$ cat config.mk
export PLATFORM = sky130hd
export DESIGN_NAME = utf8_to_cp1251_stream_core_flat
export DESIGN_NICKNAME = d
export VERILOG_FILES = /design/src/sv/u2c_pkg.sv /design/src/sv/u2c_if.sv /design/src/sv/utf8_to_cp1251_stream_core.sv /design/src/flat_wrapper.sv
export SDC_FILE = /design/constraint.sdc
export NUM_CORES = 1
export LEC_CHECK = 0
export BUFFER_PORTS_ARGS = -buffer_cell sky130_fd_sc_hd__buf_4
export CAP_MARGIN = 20
export CORE_ASPECT_RATIO = 1.4
export CORE_MARGIN = 4
export CORE_UTILIZATION = 55
export DETAILED_ROUTE_END_ITERATION = 10
export GPL_TIMING_DRIVEN = 0
export HOLD_SLACK_MARGIN = 0.06
export PLACE_DENSITY_LB_ADDON = 0.2
export SYNTH_ARGS = -nofsm -noshare
export SYNTH_HDL_FRONTEND = slang
export SYNTH_SLANG_ARGS = --single-unit
$ cat constraint.sdc
create_clock -name clock -period 4 [get_ports clock]
set_clock_uncertainty 0.05 [all_clocks]
set_input_delay 0.2 -clock clock [delete_from_list [all_inputs] [get_ports clock]]
set_output_delay 0.2 -clock clock [all_outputs]
set_load 0.02 [all_outputs]
$ cat src/sv/u2c_pkg.sv
package u2c_pkg;

   typedef enum logic [1:0] {
      MODE_IDLE    = 2'd0,
      MODE_SECOND  = 2'd1,
      MODE_SKIP    = 2'd2,
      MODE_DISCARD = 2'd3
   } mode_type;

   localparam logic [1:0] ST_CHAR = 2'd0;
   localparam logic [1:0] ST_END  = 2'd1;
   localparam logic [1:0] ST_BAD  = 2'd2;

   localparam logic [7:0] QMARK      = 8'h3F;
   localparam logic [7:0] TABLE_BASE = 8'h82;
   localparam int         TABLE_LEN  = 62;

   // Unicode code point of each Windows-1251 byte 0x82..0xBF
   localparam logic [15:0] CP_OF_BYTE [TABLE_LEN] = '{
      16'h201A, 16'h0453, 16'h201E, 16'h2026, 16'h2020, 16'h2021, 16'h20AC, 16'h2030,
      16'h0409, 16'h2039, 16'h040A, 16'h040C, 16'h040B, 16'h040F, 16'h0452, 16'h2018,
      16'h2019, 16'h201C, 16'h201D, 16'h2022, 16'h2013, 16'h2014, 16'h20C0, 16'h2122,
      16'h0459, 16'h203A, 16'h045A, 16'h045C, 16'h045B, 16'h045F, 16'h00A0, 16'h040E,
      16'h045E, 16'h0408, 16'h00A4, 16'h0490, 16'h00A6, 16'h00A7, 16'h0401, 16'h00A9,
      16'h0404, 16'h00AB, 16'h00AC, 16'h00AD, 16'h00AE, 16'h0407, 16'h00B0, 16'h00B1,
      16'h0406, 16'h0456, 16'h0491, 16'h00B5, 16'h00B6, 16'h00B7, 16'h0451, 16'h2116,
      16'h0454, 16'h00BB, 16'h0458, 16'h0405, 16'h0455, 16'h0457
   };

   function automatic logic [7:0] map_code_point(input logic [10:0] cp);
      logic [7:0] res;
      res = QMARK;
      // descending scan so the lowest matching index wins
      for (int k = TABLE_LEN - 1; k >= 0; k--) begin
         if (CP_OF_BYTE[k] == {5'd0, cp}) begin
            res = TABLE_BASE + 8'(k);
         end
      end
      if (cp >= 11'h402 && cp <= 11'h403) begin
         res = 8'(cp - 11'h382);
      end
      if (cp >= 11'h080 && cp <= 11'h0FF) begin
         res = cp[7:0];
      end
      if (cp >= 11'h410 && cp <= 11'h44F) begin
         res = 8'(cp - 11'h350);
      end
      return res;
   endfunction

endpackage

$ cat src/sv/u2c_if.sv
interface u2c_req_if;
   logic       valid;
   logic       ready;
   logic [7:0] in_byte;

   modport source (output valid, output in_byte, input ready);
   modport sink   (input valid, input in_byte, output ready);
endinterface

interface u2c_rsp_if;
   logic       valid;
   logic       ready;
   logic [7:0] out_byte;
   logic [1:0] status;

   modport source (output valid, output out_byte, output status, input ready);
   modport sink   (input valid, input out_byte, input status, output ready);
endinterface

$ cat src/sv/utf8_to_cp1251_stream_core.sv
// Channel   Direction  Payload
// req_if    in         in_byte  (UTF-8 byte, 0 ends the string)
// rsp_if    out        out_byte, status (0 char, 1 end, 2 malformed)
//
// One byte per cycle sustained while rsp_if is not stalled; the result of a byte
// is valid on rsp_if once it has passed the input register and been decoded
// into the result register. The 62-entry reverse match sits between the two
// registers and sets the clock period, not the latency.
// reset clears the decode mode and both valid flags synchronously.
// A stall on rsp_if holds both registers; req_if stays ready while either
// register is empty or the result register is being taken.
module utf8_to_cp1251_stream_core
   import u2c_pkg::*;
(
   input  logic    clock,
   input  logic    reset,
   u2c_req_if.sink   req_if,
   u2c_rsp_if.source rsp_if
);

   logic       s1_valid_ff, s1_valid_in;
   logic [7:0] s1_byte_ff;
   mode_type   mode_ff, mode_in;
   logic [4:0] lead_ff, lead_in;
   logic [1:0] skip_ff, skip_in;
   logic       rsp_valid_ff, rsp_valid_in;
   logic [7:0] rsp_byte_ff;
   logic [1:0] rsp_status_ff;

   logic       out_free;
   logic       s1_go;
   logic       emit;
   logic [7:0] emit_byte;
   logic [1:0] emit_status;
   logic [1:0] skip_dec;
   logic [7:0] mapped;

   assign out_free     = !rsp_valid_ff || rsp_if.ready;
   assign s1_go        = s1_valid_ff && out_free;
   assign req_if.ready = !s1_valid_ff || out_free;
   assign skip_dec     = skip_ff - 2'd1;
   assign mapped       = map_code_point({lead_ff, s1_byte_ff[5:0]});

   always_ff @(posedge clock) begin
      if (reset) begin
         s1_valid_ff  <= 1'b0;
         rsp_valid_ff <= 1'b0;
         mode_ff      <= MODE_IDLE;
         lead_ff      <= '0;
         skip_ff      <= '0;
      end else begin
         s1_valid_ff  <= s1_valid_in;
         rsp_valid_ff <= rsp_valid_in;
         mode_ff      <= mode_in;
         lead_ff      <= lead_in;
         skip_ff      <= skip_in;
      end
   end

   always_ff @(posedge clock) begin
      if (req_if.valid && req_if.ready) begin
         s1_byte_ff <= req_if.in_byte;
      end
      if (s1_go && emit) begin
         rsp_byte_ff   <= emit_byte;
         rsp_status_ff <= emit_status;
      end
   end

   always_comb begin
      emit        = 1'b0;
      emit_byte   = 8'd0;
      emit_status = ST_CHAR;
      mode_in     = mode_ff;
      lead_in     = lead_ff;
      skip_in     = skip_ff;
      case (mode_ff)
         MODE_IDLE: begin
            emit = 1'b1;
            if (s1_byte_ff == 8'd0) begin
               emit_status = ST_END;
            end else if (!s1_byte_ff[7]) begin
               emit_byte = s1_byte_ff;
            end else if (s1_byte_ff[7:5] == 3'b110) begin
               emit    = 1'b0;
               lead_in = s1_byte_ff[4:0];
               mode_in = MODE_SECOND;
            end else if (s1_byte_ff[7:4] == 4'b1110) begin
               emit    = 1'b0;
               skip_in = 2'd2;
               mode_in = MODE_SKIP;
            end else if (s1_byte_ff[7:3] == 5'b11110) begin
               emit    = 1'b0;
               skip_in = 2'd3;
               mode_in = MODE_SKIP;
            end else begin
               emit_status = ST_BAD;
               mode_in     = MODE_DISCARD;
            end
         end
         MODE_SECOND: begin
            emit    = 1'b1;
            mode_in = MODE_IDLE;
            if (s1_byte_ff == 8'd0) begin
               emit_status = ST_BAD;
            end else begin
               emit_byte = mapped;
            end
         end
         MODE_SKIP: begin
            if (s1_byte_ff == 8'd0) begin
               emit        = 1'b1;
               emit_status = ST_BAD;
               mode_in     = MODE_IDLE;
               skip_in     = 2'd0;
            end else begin
               skip_in = skip_dec;
               if (skip_dec == 2'd0) begin
                  emit      = 1'b1;
                  emit_byte = QMARK;
                  mode_in   = MODE_IDLE;
               end
            end
         end
         default: begin
            // drop bytes up to the end of the rejected string
            if (s1_byte_ff == 8'd0) begin
               mode_in = MODE_IDLE;
            end
         end
      endcase
      // hold state unless the staged byte advances
      if (!s1_go) begin
         emit    = 1'b0;
         mode_in = mode_ff;
         lead_in = lead_ff;
         skip_in = skip_ff;
      end
   end

   always_comb begin
      s1_valid_in = s1_valid_ff;
      if (req_if.valid && req_if.ready) begin
         s1_valid_in = 1'b1;
      end else if (s1_go) begin
         s1_valid_in = 1'b0;
      end
      rsp_valid_in = rsp_valid_ff;
      if (emit) begin
         rsp_valid_in = 1'b1;
      end else if (rsp_if.ready) begin
         rsp_valid_in = 1'b0;
      end
   end

   assign rsp_if.valid    = rsp_valid_ff;
   assign rsp_if.out_byte = rsp_byte_ff;
   assign rsp_if.status   = rsp_status_ff;

endmodule

$ cat src/flat_wrapper.sv
// flat-port wrapper written by rule: the top's interface ports become plain ports
module utf8_to_cp1251_stream_core_flat import u2c_pkg::*;
  (clock, reset, req_if_valid, req_if_in_byte, req_if_ready, rsp_if_valid, rsp_if_out_byte, rsp_if_status, rsp_if_ready);
  u2c_req_if req_if_i ();
  u2c_rsp_if rsp_if_i ();
  input  logic clock;
  input  logic reset;
  input wire logic [$bits(req_if_i.valid)-1:0] req_if_valid;
  input wire logic [$bits(req_if_i.in_byte)-1:0] req_if_in_byte;
  output wire logic [$bits(req_if_i.ready)-1:0] req_if_ready;
  output wire logic [$bits(rsp_if_i.valid)-1:0] rsp_if_valid;
  output wire logic [$bits(rsp_if_i.out_byte)-1:0] rsp_if_out_byte;
  output wire logic [$bits(rsp_if_i.status)-1:0] rsp_if_status;
  input wire logic [$bits(rsp_if_i.ready)-1:0] rsp_if_ready;
  assign req_if_i.valid = req_if_valid;
  assign req_if_i.in_byte = req_if_in_byte;
  assign req_if_ready = req_if_i.ready;
  assign rsp_if_valid = rsp_if_i.valid;
  assign rsp_if_out_byte = rsp_if_i.out_byte;
  assign rsp_if_status = rsp_if_i.status;
  assign rsp_if_i.ready = rsp_if_ready;
  utf8_to_cp1251_stream_core u_core (.clock(clock), .reset(reset), .req_if(req_if_i), .rsp_if(rsp_if_i));
endmodule
After elaboration in Yosys (flattened, before gate mapping)
Index checks and enable logic that the tools add are counted.
{"block": "totals", "regBits": 29, "input_bits": 12, "out_inout_bits": 12, "word_cells": 180}
{"block": "op_classes", "addsub": 3, "order_cmp": 6, "n_eq_ne": 53, "mux": 88, "n_bitwise": 1, "reduce_logical": 21}
{"op": "8-bit 2-to-1 mux", "count": 49}
{"op": "11-bit == test, first input constant", "count": 28}
{"op": "8-bit by 11-bit == test with 1-bit output, first input constant", "count": 15}
{"op": "2-bit 2-to-1 mux", "count": 19}
{"op": "8-bit one-hot mux with 3 select lines", "count": 1}
{"op": "11-bit >= comparator, second input constant", "count": 2}
{"op": "11-bit less-or-equal comparator, second input constant", "count": 2}
{"op": "1-bit 2-to-1 mux", "count": 13}
{"op": "11-bit by 8-bit >= comparator with 1-bit output, second input constant", "count": 1}
{"op": "11-bit by 8-bit less-or-equal comparator with 1-bit output, second input constant", "count": 1}
{"op": "5-bit AND reduction", "count": 2}
{"op": "8-bit logical NOT", "count": 1}
{"op": "2-bit one-hot mux with 2 select lines", "count": 2}
{"op": "8-bit by 7-bit subtractor with 8-bit output, second input constant", "count": 1}
{"op": "8-bit subtractor, second input constant", "count": 1}
{"op": "7-bit 2-to-1 mux", "count": 1}
{"op": "1-bit logical AND", "count": 6}
{"op": "6-bit 2-to-1 mux", "count": 1}
{"op": "3-bit by 1-bit inequality test with 1-bit output, second input constant", "count": 2}
{"op": "2-bit one-hot mux with 3 select lines", "count": 1}
{"op": "6-bit AND reduction", "count": 1}
{"op": "2-bit nonzero test", "count": 3}
{"op": "5-bit == test, second input constant", "count": 1}
{"op": "4-bit == test, second input constant", "count": 1}
{"op": "other kinds (13)", "count": 17}

Longest topological paths before layout
Gate-level depths: netlist of run 1.
{"block": "logic_depth", "ltp_word": 49, "mapped_depth": 10, "ltp_nobuf": 8}

Least setup slack after synthesis of run 1
OpenSTA, ideal clock, no wires.
{"block": "synth_path", "kind": "register to register", "start": "register u_core.s1_byte_ff[1]", "end": "register u_core.rsp_byte_ff[7], in the netlist u_core.rsp_if.out_byte[7], data pin", "setup_time_ps": 266, "arrival_time_ps": 2317, "required_time_ps": 3684, "path_slack_ps": 1366, "stages_incl_launch_ff": 11, "path_buffers": 2, "synth_period_minus_slack_ps": 2634, "cell_sequence": "edfxtp_1 > buf_2 > inv_1 > clkbuf_1 > ha_1 > nor4b_1 > a22o_1 > o22ai_2 > nand2b_1 > nor4_1 > a211oi_1"}
{"block": "synth_between", "elab_chain_len": 49, "elab_cells_between_ends": 103, "classes_between": "2 x add/sub; 6 x order compare; 43 x eq/ne; 48 x mux; 4 x reduce/logical"}
{"element": "start: declaration", "line_no": "utf8_to_cp1251_stream_core.sv:22", "source": "logic [7:0] s1_byte_ff;"}
{"element": "start signal: assignment", "line_no": "utf8_to_cp1251_stream_core.sv:62", "source": "s1_byte_ff <= req_if.in_byte;"}
{"element": "11-bit == test", "line_no": "u2c_pkg.sv:35", "source": "if (CP_OF_BYTE[k] == {5'd0, cp}) begin"}
{"element": "8-bit 2-to-1 mux (43 in series)", "line_no": "u2c_pkg.sv:35"}
{"element": "8-bit 2-to-1 mux", "line_no": "u2c_pkg.sv:39", "source": "if (cp >= 11'h402 && cp <= 11'h403) begin"}
{"element": "8-bit 2-to-1 mux", "line_no": "u2c_pkg.sv:42", "source": "if (cp >= 11'h080 && cp <= 11'h0FF) begin"}
{"element": "8-bit 2-to-1 mux", "line_no": "u2c_pkg.sv:45", "source": "if (cp >= 11'h410 && cp <= 11'h44F) begin"}
{"element": "8-bit 2-to-1 mux *", "line_no": "utf8_to_cp1251_stream_core.sv:104", "source": "if (s1_byte_ff == 8'd0) begin"}
{"element": "8-bit one-hot mux with 3 select lines *", "line_no": "utf8_to_cp1251_stream_core.sv:77", "source": "case (mode_ff)"}
{"element": "named net u_core.emit_byte[7]", "line_no": "utf8_to_cp1251_stream_core.sv:33", "source": "logic [7:0] emit_byte;"}
{"element": "end signal: assignment", "line_no": "utf8_to_cp1251_stream_core.sv:65", "source": "rsp_byte_ff <= emit_byte;"}
{"element": "end: declaration", "line_no": "utf8_to_cp1251_stream_core.sv:27", "source": "logic [7:0] rsp_byte_ff;"}
Mark *: on every way through the listed nets, which the timed path passes. The rest lies on a longest branch.
A chain may end at the register's enable or synchronous reset.

Worst setup path in the final report of run 1
Ends and elaborated chain as after synthesis.

==> impl_metrics.json, run 1 <==
{
  "cts_buffer_depth": 2,
  "clock-sinks": 29,
  "cp_max_fo": 11,
  "coreArea_mm2": 0.004608,
  "cp-start-kind": "register",
  "setup_viol": 0,
  "fin_area_mm2": 0.003093,
  "max_cap_viol_count": 0,
  "die_w_um": 66.85,
  "clock_latency_ns": 0.28,
  "max-slew-margin-rel_pct": 13.49,
  "routedWlPerCell_um": 19.59,
  "hpwl_um": 5990,
  "setup_slack_ns": 0.4927,
  "cp_slowest_cell": "nor4b_1",
  "drc": 0,
  "hp-class": "in -> reg",
  "cts_resized": 0,
  "synth_edf_count": 18,
  "finalSetupTns_ns": 0,
  "synth_cell_type_count": 68,
  "vias_per_cell": 6.802,
  "antenna_cells": 0,
  "vdd_ir_drop_max_mv": 0.2548,
  "drive_gt1_share_pct": 12.81,
  "max_stage_delay_ns": 0.48,
  "placementRows": 29,
  "grt_max_degree": 13,
  "antenna_left": 0,
  "port_buffers": 23,
  "p_leak_nw": 1.103,
  "syn_to_final_growth_pct": 16.00,
  "antenna_found_initial": 0,
  "fp.dieArea_mm2": 0.006042,
  "cp_num_buf_inv": 3,
  "numCtsBuffers": 5,
  "io_pins": 24,
  "finalHoldViolCount": 0,
  "fin_nets": 393,
  "rsz0062_at_grt": "false",
  "power_density_mw_per_mm2": 251.2,
  "drt_first_pass_iters": 5,
  "grt_pass1_vias": 2769,
  "status": "completed",
  "cts_root_buf": "clkbuf_8",
  "grt_pass1_wl_um": 13770,
  "htree_levels": 2,
  "gp_congestion": 1.008,
  "synthArstFlopShare_pct": 0,
  "worstSetupEndpointType": "register",
  "cp.required_ns": 3.96,
  "synth_ff_type": "edfxtp_1",
  "nFillCells": 408,
  "synth_area_per_cell_um2": 8.129,
  "slew_viol_final": 0,
  "synthesis.nets": 354,
  "worst_pin_slew_ns": 1.265,
  "ys_seq_area_share_pct": 28.53,
  "die_h_um": 90.39,
  "cts_tree": "done",
  "start_util_pct": 57.86,
  "fin_crit_ns": 3.507,
  "grt.overflow.total": 0,
  "arrival_ns": 3.47,
  "clk_pin_slew_ns": 0.06,
  "syn-instance-count": 328,
  "crit_family": "simple AND/OR/NAND/NOR gates",
  "ctsHoldBuffers": 9,
  "post_dp_cell_area_mm2": 0.002917,
  "grt.total_usage_pct": 29.46,
  "fmax_ghz": 0.2851,
  "drt_iter0_drc": 369,
  "yosys_register_bits": 29,
  "syn_area_mm2": 0.002666,
  "fin_crit_sh_pct": 87.68,
  "path_cells": "buf_2 -> inv_1 -> clkbuf_1 -> ha_1 -> nor4b_1 -> a22o_1 -> o22ai_2 -> nand2b_1 -> nor4_1 -> a211oi_1",
  "vias": 2918,
  "path_class": "reg -> reg",
  "yosys_warnings": 0,
  "cts_setup_buffers": 0,
  "pre_cts_slack_ns": 0.6539,
  "routed_wl_um": 8405
}
-- synth_stat cells, drive strengths merged, types with 5 or more instances --
master / count / area [um2]
nor2: 33 / 123.9
dfxtp: 11 / 220.2
a21oi: 24 / 120.1
nor3: 11 / 55.05
o21ai: 14 / 70.07
nor2b: 8 / 50.05
nand2: 15 / 56.30
a211oi: 7 / 52.55
nand3b: 5 / 37.54
and3: 6 / 37.54
o211ai: 8 / 60.06
nand2b: 12 / 75.07
a32oi: 5 / 43.79
ha: 14 / 175.2
inv: 12 / 45.04
clkbuf: 18 / 68.81
nand3: 13 / 65.06
edfxtp: 18 / 540.5
buf: 10 / 65.06
-- per-layer routing --
metal / wire (um) / up-vias / global-route usage [%]
li1: - / 1331 / -
met1: 3140 / 1348 / 33.38
met2: 4093 / 187 / 48.01
met3: 596 / 52 / 5.729
met4: 573 / 0 / 20.34
met5: 0 / - / 0
-- cell type report --
| class | instances | area (um2) | area share (%) |
|---|---|---|---|
| Buffer | 28 | 133.9 | 4.328 |
| Clock buffer | 7 | 86.33 | 2.791 |
| Multi-Input combinational cell | 258 | 1723 | 55.70 |
| Sequential cell | 29 | 760.7 | 24.60 |
| Inverter | 13 | 48.80 | 1.578 |
| Timing Repair Buffer | 32 | 262.8 | 8.495 |
| Tap cell | 62 | 77.57 | 2.508 |
-- final timing paths --
kind	slack [ns]	startpoint	to	cells past startpoint
hold reg to reg	0.45	u_core.skip_ff[0]	u_core.skip_ff[0]	2
setup / recovery	0.49	u_core.s1_byte_ff[1]	u_core.rsp_if.out_byte[7]	10
setup reg to reg	0.49	u_core.s1_byte_ff[1]	u_core.rsp_if.out_byte[7]	10
hold / removal	0.12	req_if_valid	u_core.s1_valid_ff	3
-- logic make-up (layout without fill, tap and decap cells) --
| family | after synthesis | count (layout) | share of synthesized area (%) |
|---|---|---|---|
| AOI/OAI and AO/OA | 107 | 107 | 28.67 |
| DFF | 29 | 29 | 28.53 |
| and+or+nand+nor | 129 | 129 | 26.56 |
| xor gates and xnor gates | 4 | 4 | 1.314 |
| buffers and inverters | 41 | 80 | 6.851 |
| adders and majority gates | 14 | 14 | 6.570 |
| muxes | 4 | 4 | 1.502 |
-- tightest hold or removal path: cells and delay by family --
family / cells / cell delay (ns)
AO/OA/AOI/OAI: 1 / 0.10
buffers and inverters: 2 / 0.11
-- state kept, by name, indices dropped and copies added (netlist names) --
register / count
u_core.rsp_if.valid: 1
u_core.lead_ff: 5
u_core.mode_ff: 2
u_core.skip_ff: 2
u_core.rsp_if.status: 2
u_core.rsp_if.out_byte: 8
u_core.s1_valid_ff: 1
u_core.s1_byte_ff: 8
-- placed cells by master (no fill, tap or decap), types with 5 or more instances in the layout --
cell type / n
clkbuf_8: 6
edfxtp_1: 18
and3_1: 6
nor3_1: 11
o211ai_1: 8
nor2b_1: 8
nand2b_1: 12
dfxtp_1: 11
buf_4: 25
clkbuf_1: 18
a211oi_1: 7
a32oi_1: 5
ha_1: 14
nand3_1: 13
nand3b_1: 5
o21ai_0: 14
inv_1: 12
nand2_1: 15
a21oi_1: 24
nor2_1: 33
dlygate4sd3_1: 9
-- through the flow --
step	utilization, %	power (W)	cells	hold slack (ns)
2_1_floorplan	-	0.0004703	328	0.2221
3_3_place_gp	63.29	0.0005249	413	0.3237
3_5_place_dp	63.29	0.0005265	413	0.3274
4_1_cts	67.12	0.0007722	429	0.1166
5_1_grt	67.12	0.0008176	429	0.1208
6_report	67.12	0.0007771	429	0.1196
-- power breakdown --
group / switching [W] / internal [W] / total, W
logic: 0.000117 / 0.0000704 / 0.000187
clock network: 0.000106 / 0.000136 / 0.000242
registers: 0.00000959 / 0.000338 / 0.000347
total: 0.000233 / 0.000544 / 0.000777
Note: power is estimated with default switching activity, not from simulation.
==> run 2: changes to the inputs <==
Settings changed: MAX_ROUTING_LAYER from default to met4.
==> run 2 against run 1 <==
  * Core utilization increased by 0.082 points
  * Combinational power barely moved
  * Flip-flop and latch count did not move
  * Clock-buffer cell count grew 1
  * Setup slack improved by 0.028 ns
  * First-iteration DRC count down 12%
  * Via count fell by 0.89%
  * Critical path depth unchanged
  * Largest cell class unchanged
  * Largest power group unchanged
==> impl_metrics.json, run 2 (synthesis gave the netlist of run 1 again) <==
{
  "min_to": "u_core.s1_valid_ff",
  "fin_nets": 393,
  "met1_length_um": 3198,
  "cts_resized": 0,
  "worstSetupEndpointType": "register",
  "finalSetupTns_ns": 0,
  "reg2reg_slack_ns": 0.52,
  "start_util_pct": 57.86,
  "cp_max_fo": 11,
  "grt_max_degree": 13,
  "antenna_cells": 0,
  "gp_congestion": 1.036,
  "rsz0062_at_grt": "false",
  "hold-worst-slack_ns": 0.1837,
  "htree_levels": 2,
  "clock_latency_ns": 0.29,
  "cts_buffer_depth": 2,
  "rr_endpoint": "u_core.rsp_if.out_byte[7]",
  "cts_root_buf": "clkbuf_8",
  "drive_gt1_share_pct": 12.77,
  "port_buffers": 23,
  "io_pins": 24,
  "hpwl_um": 6106,
  "crit_family": "simple AND/OR/NAND/NOR gates",
  "placementRows": 29,
  "ctsHoldBuffers": 9,
  "fin_crit_ns": 3.479,
  "cp_slowest_cell": "clkbuf_1",
  "power_density_mw_per_mm2": 255.0,
  "fp.dieArea_mm2": 0.006042,
  "nFillCells": 381,
  "clock-sinks": 29,
  "drt_first_pass_iters": 7,
  "max-slew-margin-rel_pct": 24.47,
  "path_class": "reg -> reg",
  "worst_pin_slew_ns": 1.104,
  "top_layer": "met4",
  "fin_crit_sh_pct": 86.98,
  "power_w": 0.0007898,
  "met2_length_um": 4430,
  "status": "completed",
  "drt_iter0_drc": 326,
  "vias_per_cell": 6.726,
  "reg2reg_depth": 10,
  "grt.total_usage_pct": 31.65,
  "drc": 0,
  "die_w_um": 66.85,
  "max_stage_delay_ns": 0.50,
  "final_cell_mix": "nor2_1 (33), buf_4 (25), a21oi_1 (24)",
  "cp-start-kind": "register",
  "syn_to_final_growth_pct": 16.14,
  "arrival_ns": 3.45,
  "setup_viol": 0,
  "hp-class": "in -> reg",
  "vdd_ir_drop_max_mv": 0.2315,
  "routed_wl_um": 8809,
  "vias": 2892,
  "grt_pass1_wl_um": 14220,
  "finalHoldViolCount": 0,
  "max_cap_viol_count": 0,
  "path_cells": "buf_2 -> inv_1 -> clkbuf_1 -> ha_1 -> nor4b_1 -> a22o_1 -> o22ai_2 -> nand2b_1 -> nor4_1 -> a211oi_1",
  "p_leak_nw": 1.105,
  "grt_pass1_vias": 2782,
  "antenna_found_initial": 0,
  "fin_area_mm2": 0.003097,
  "antenna_left": 0,
  "final_util_pct": 67.20,
  "rr_startpoint": "u_core.s1_byte_ff[1]",
  "cts_setup_buffers": 0,
  "fmax_ghz": 0.2874,
  "cp.required_ns": 3.97,
  "grt.overflow.total": 0,
  "cts_tree": "done",
  "met3WireLength_um": 552,
  "slew_viol_final": 0,
  "layout_commonest_cell": "nor2_1",
  "holdPathStages": 3,
  "die_h_um": 90.39,
  "clk_pin_slew_ns": 0.07,
  "numCtsBuffers": 5,
  "post_dp_cell_area_mm2": 0.002917,
  "coreArea_mm2": 0.004608,
  "min_from": "req_if_valid",
  "cp_num_buf_inv": 3,
  "routedWlPerCell_um": 20.49
}
[run 2: power breakdown]
group	internal [W]	leakage, nW	switching, W
logic	0.0000705	0.797	0.000118
registers	0.000338	0.262	0.00000981
clock network	0.000140	0.0455	0.000113
[run 2: final cells by class]
cell class,instances,area (um2),share of cell area [%]
flip-flops and latches,29,760.7,24.57
plain buffers,28,133.9,4.323
clock buffers,8,90.09,2.909
inverters,13,48.80,1.576
well taps,62,77.57,2.505
multi-input cells,258,1723,55.64
repair buffers,32,262.8,8.485
[run 2: metrics by stage]
| step | cells | setup slack (ns) |
|---|---|---|
| 4_1_cts | 430 | 0.6209 |
| 3_3_place_gp | 413 | 0.6167 |
| 6_report | 430 | 0.5208 |
| 3_5_place_dp | 413 | 0.6439 |
| 2_1_floorplan | 328 | 1.366 |
| 5_1_grt | 430 | 0.4789 |
[run 2: worst max path at each step]
stage	cells after the start	endpoint	from	slack, ns
after floorplan	10	u_core.rsp_if.out_byte[7]	u_core.s1_byte_ff[1]	1.37
after global placement	10	u_core.rsp_if.out_byte[7]	u_core.s1_byte_ff[1]	0.62
after detailed placement	10	u_core.rsp_if.out_byte[7]	u_core.s1_byte_ff[1]	0.64
after CTS	10	u_core.rsp_if.out_byte[7]	u_core.s1_byte_ff[1]	0.62
after global routing	10	u_core.rsp_if.out_byte[7]	u_core.s1_byte_ff[1]	0.48
final	10	u_core.rsp_if.out_byte[7]	u_core.s1_byte_ff[1]	0.52
[run 2: per-layer routing]
metal  up-vias  global-route usage, %
met5         -                      -
met2       170                  52.40
li1       1331                      -
met1      1336                  34.16
met4         0                  21.69
met3        55                  3.736
[run 2: worst min-delay path: cells and delay by family]
family | cells | cell delay, ns
buffers and inverters | 2 | 0.17
AO/OA/AOI/OAI | 1 | 0.08
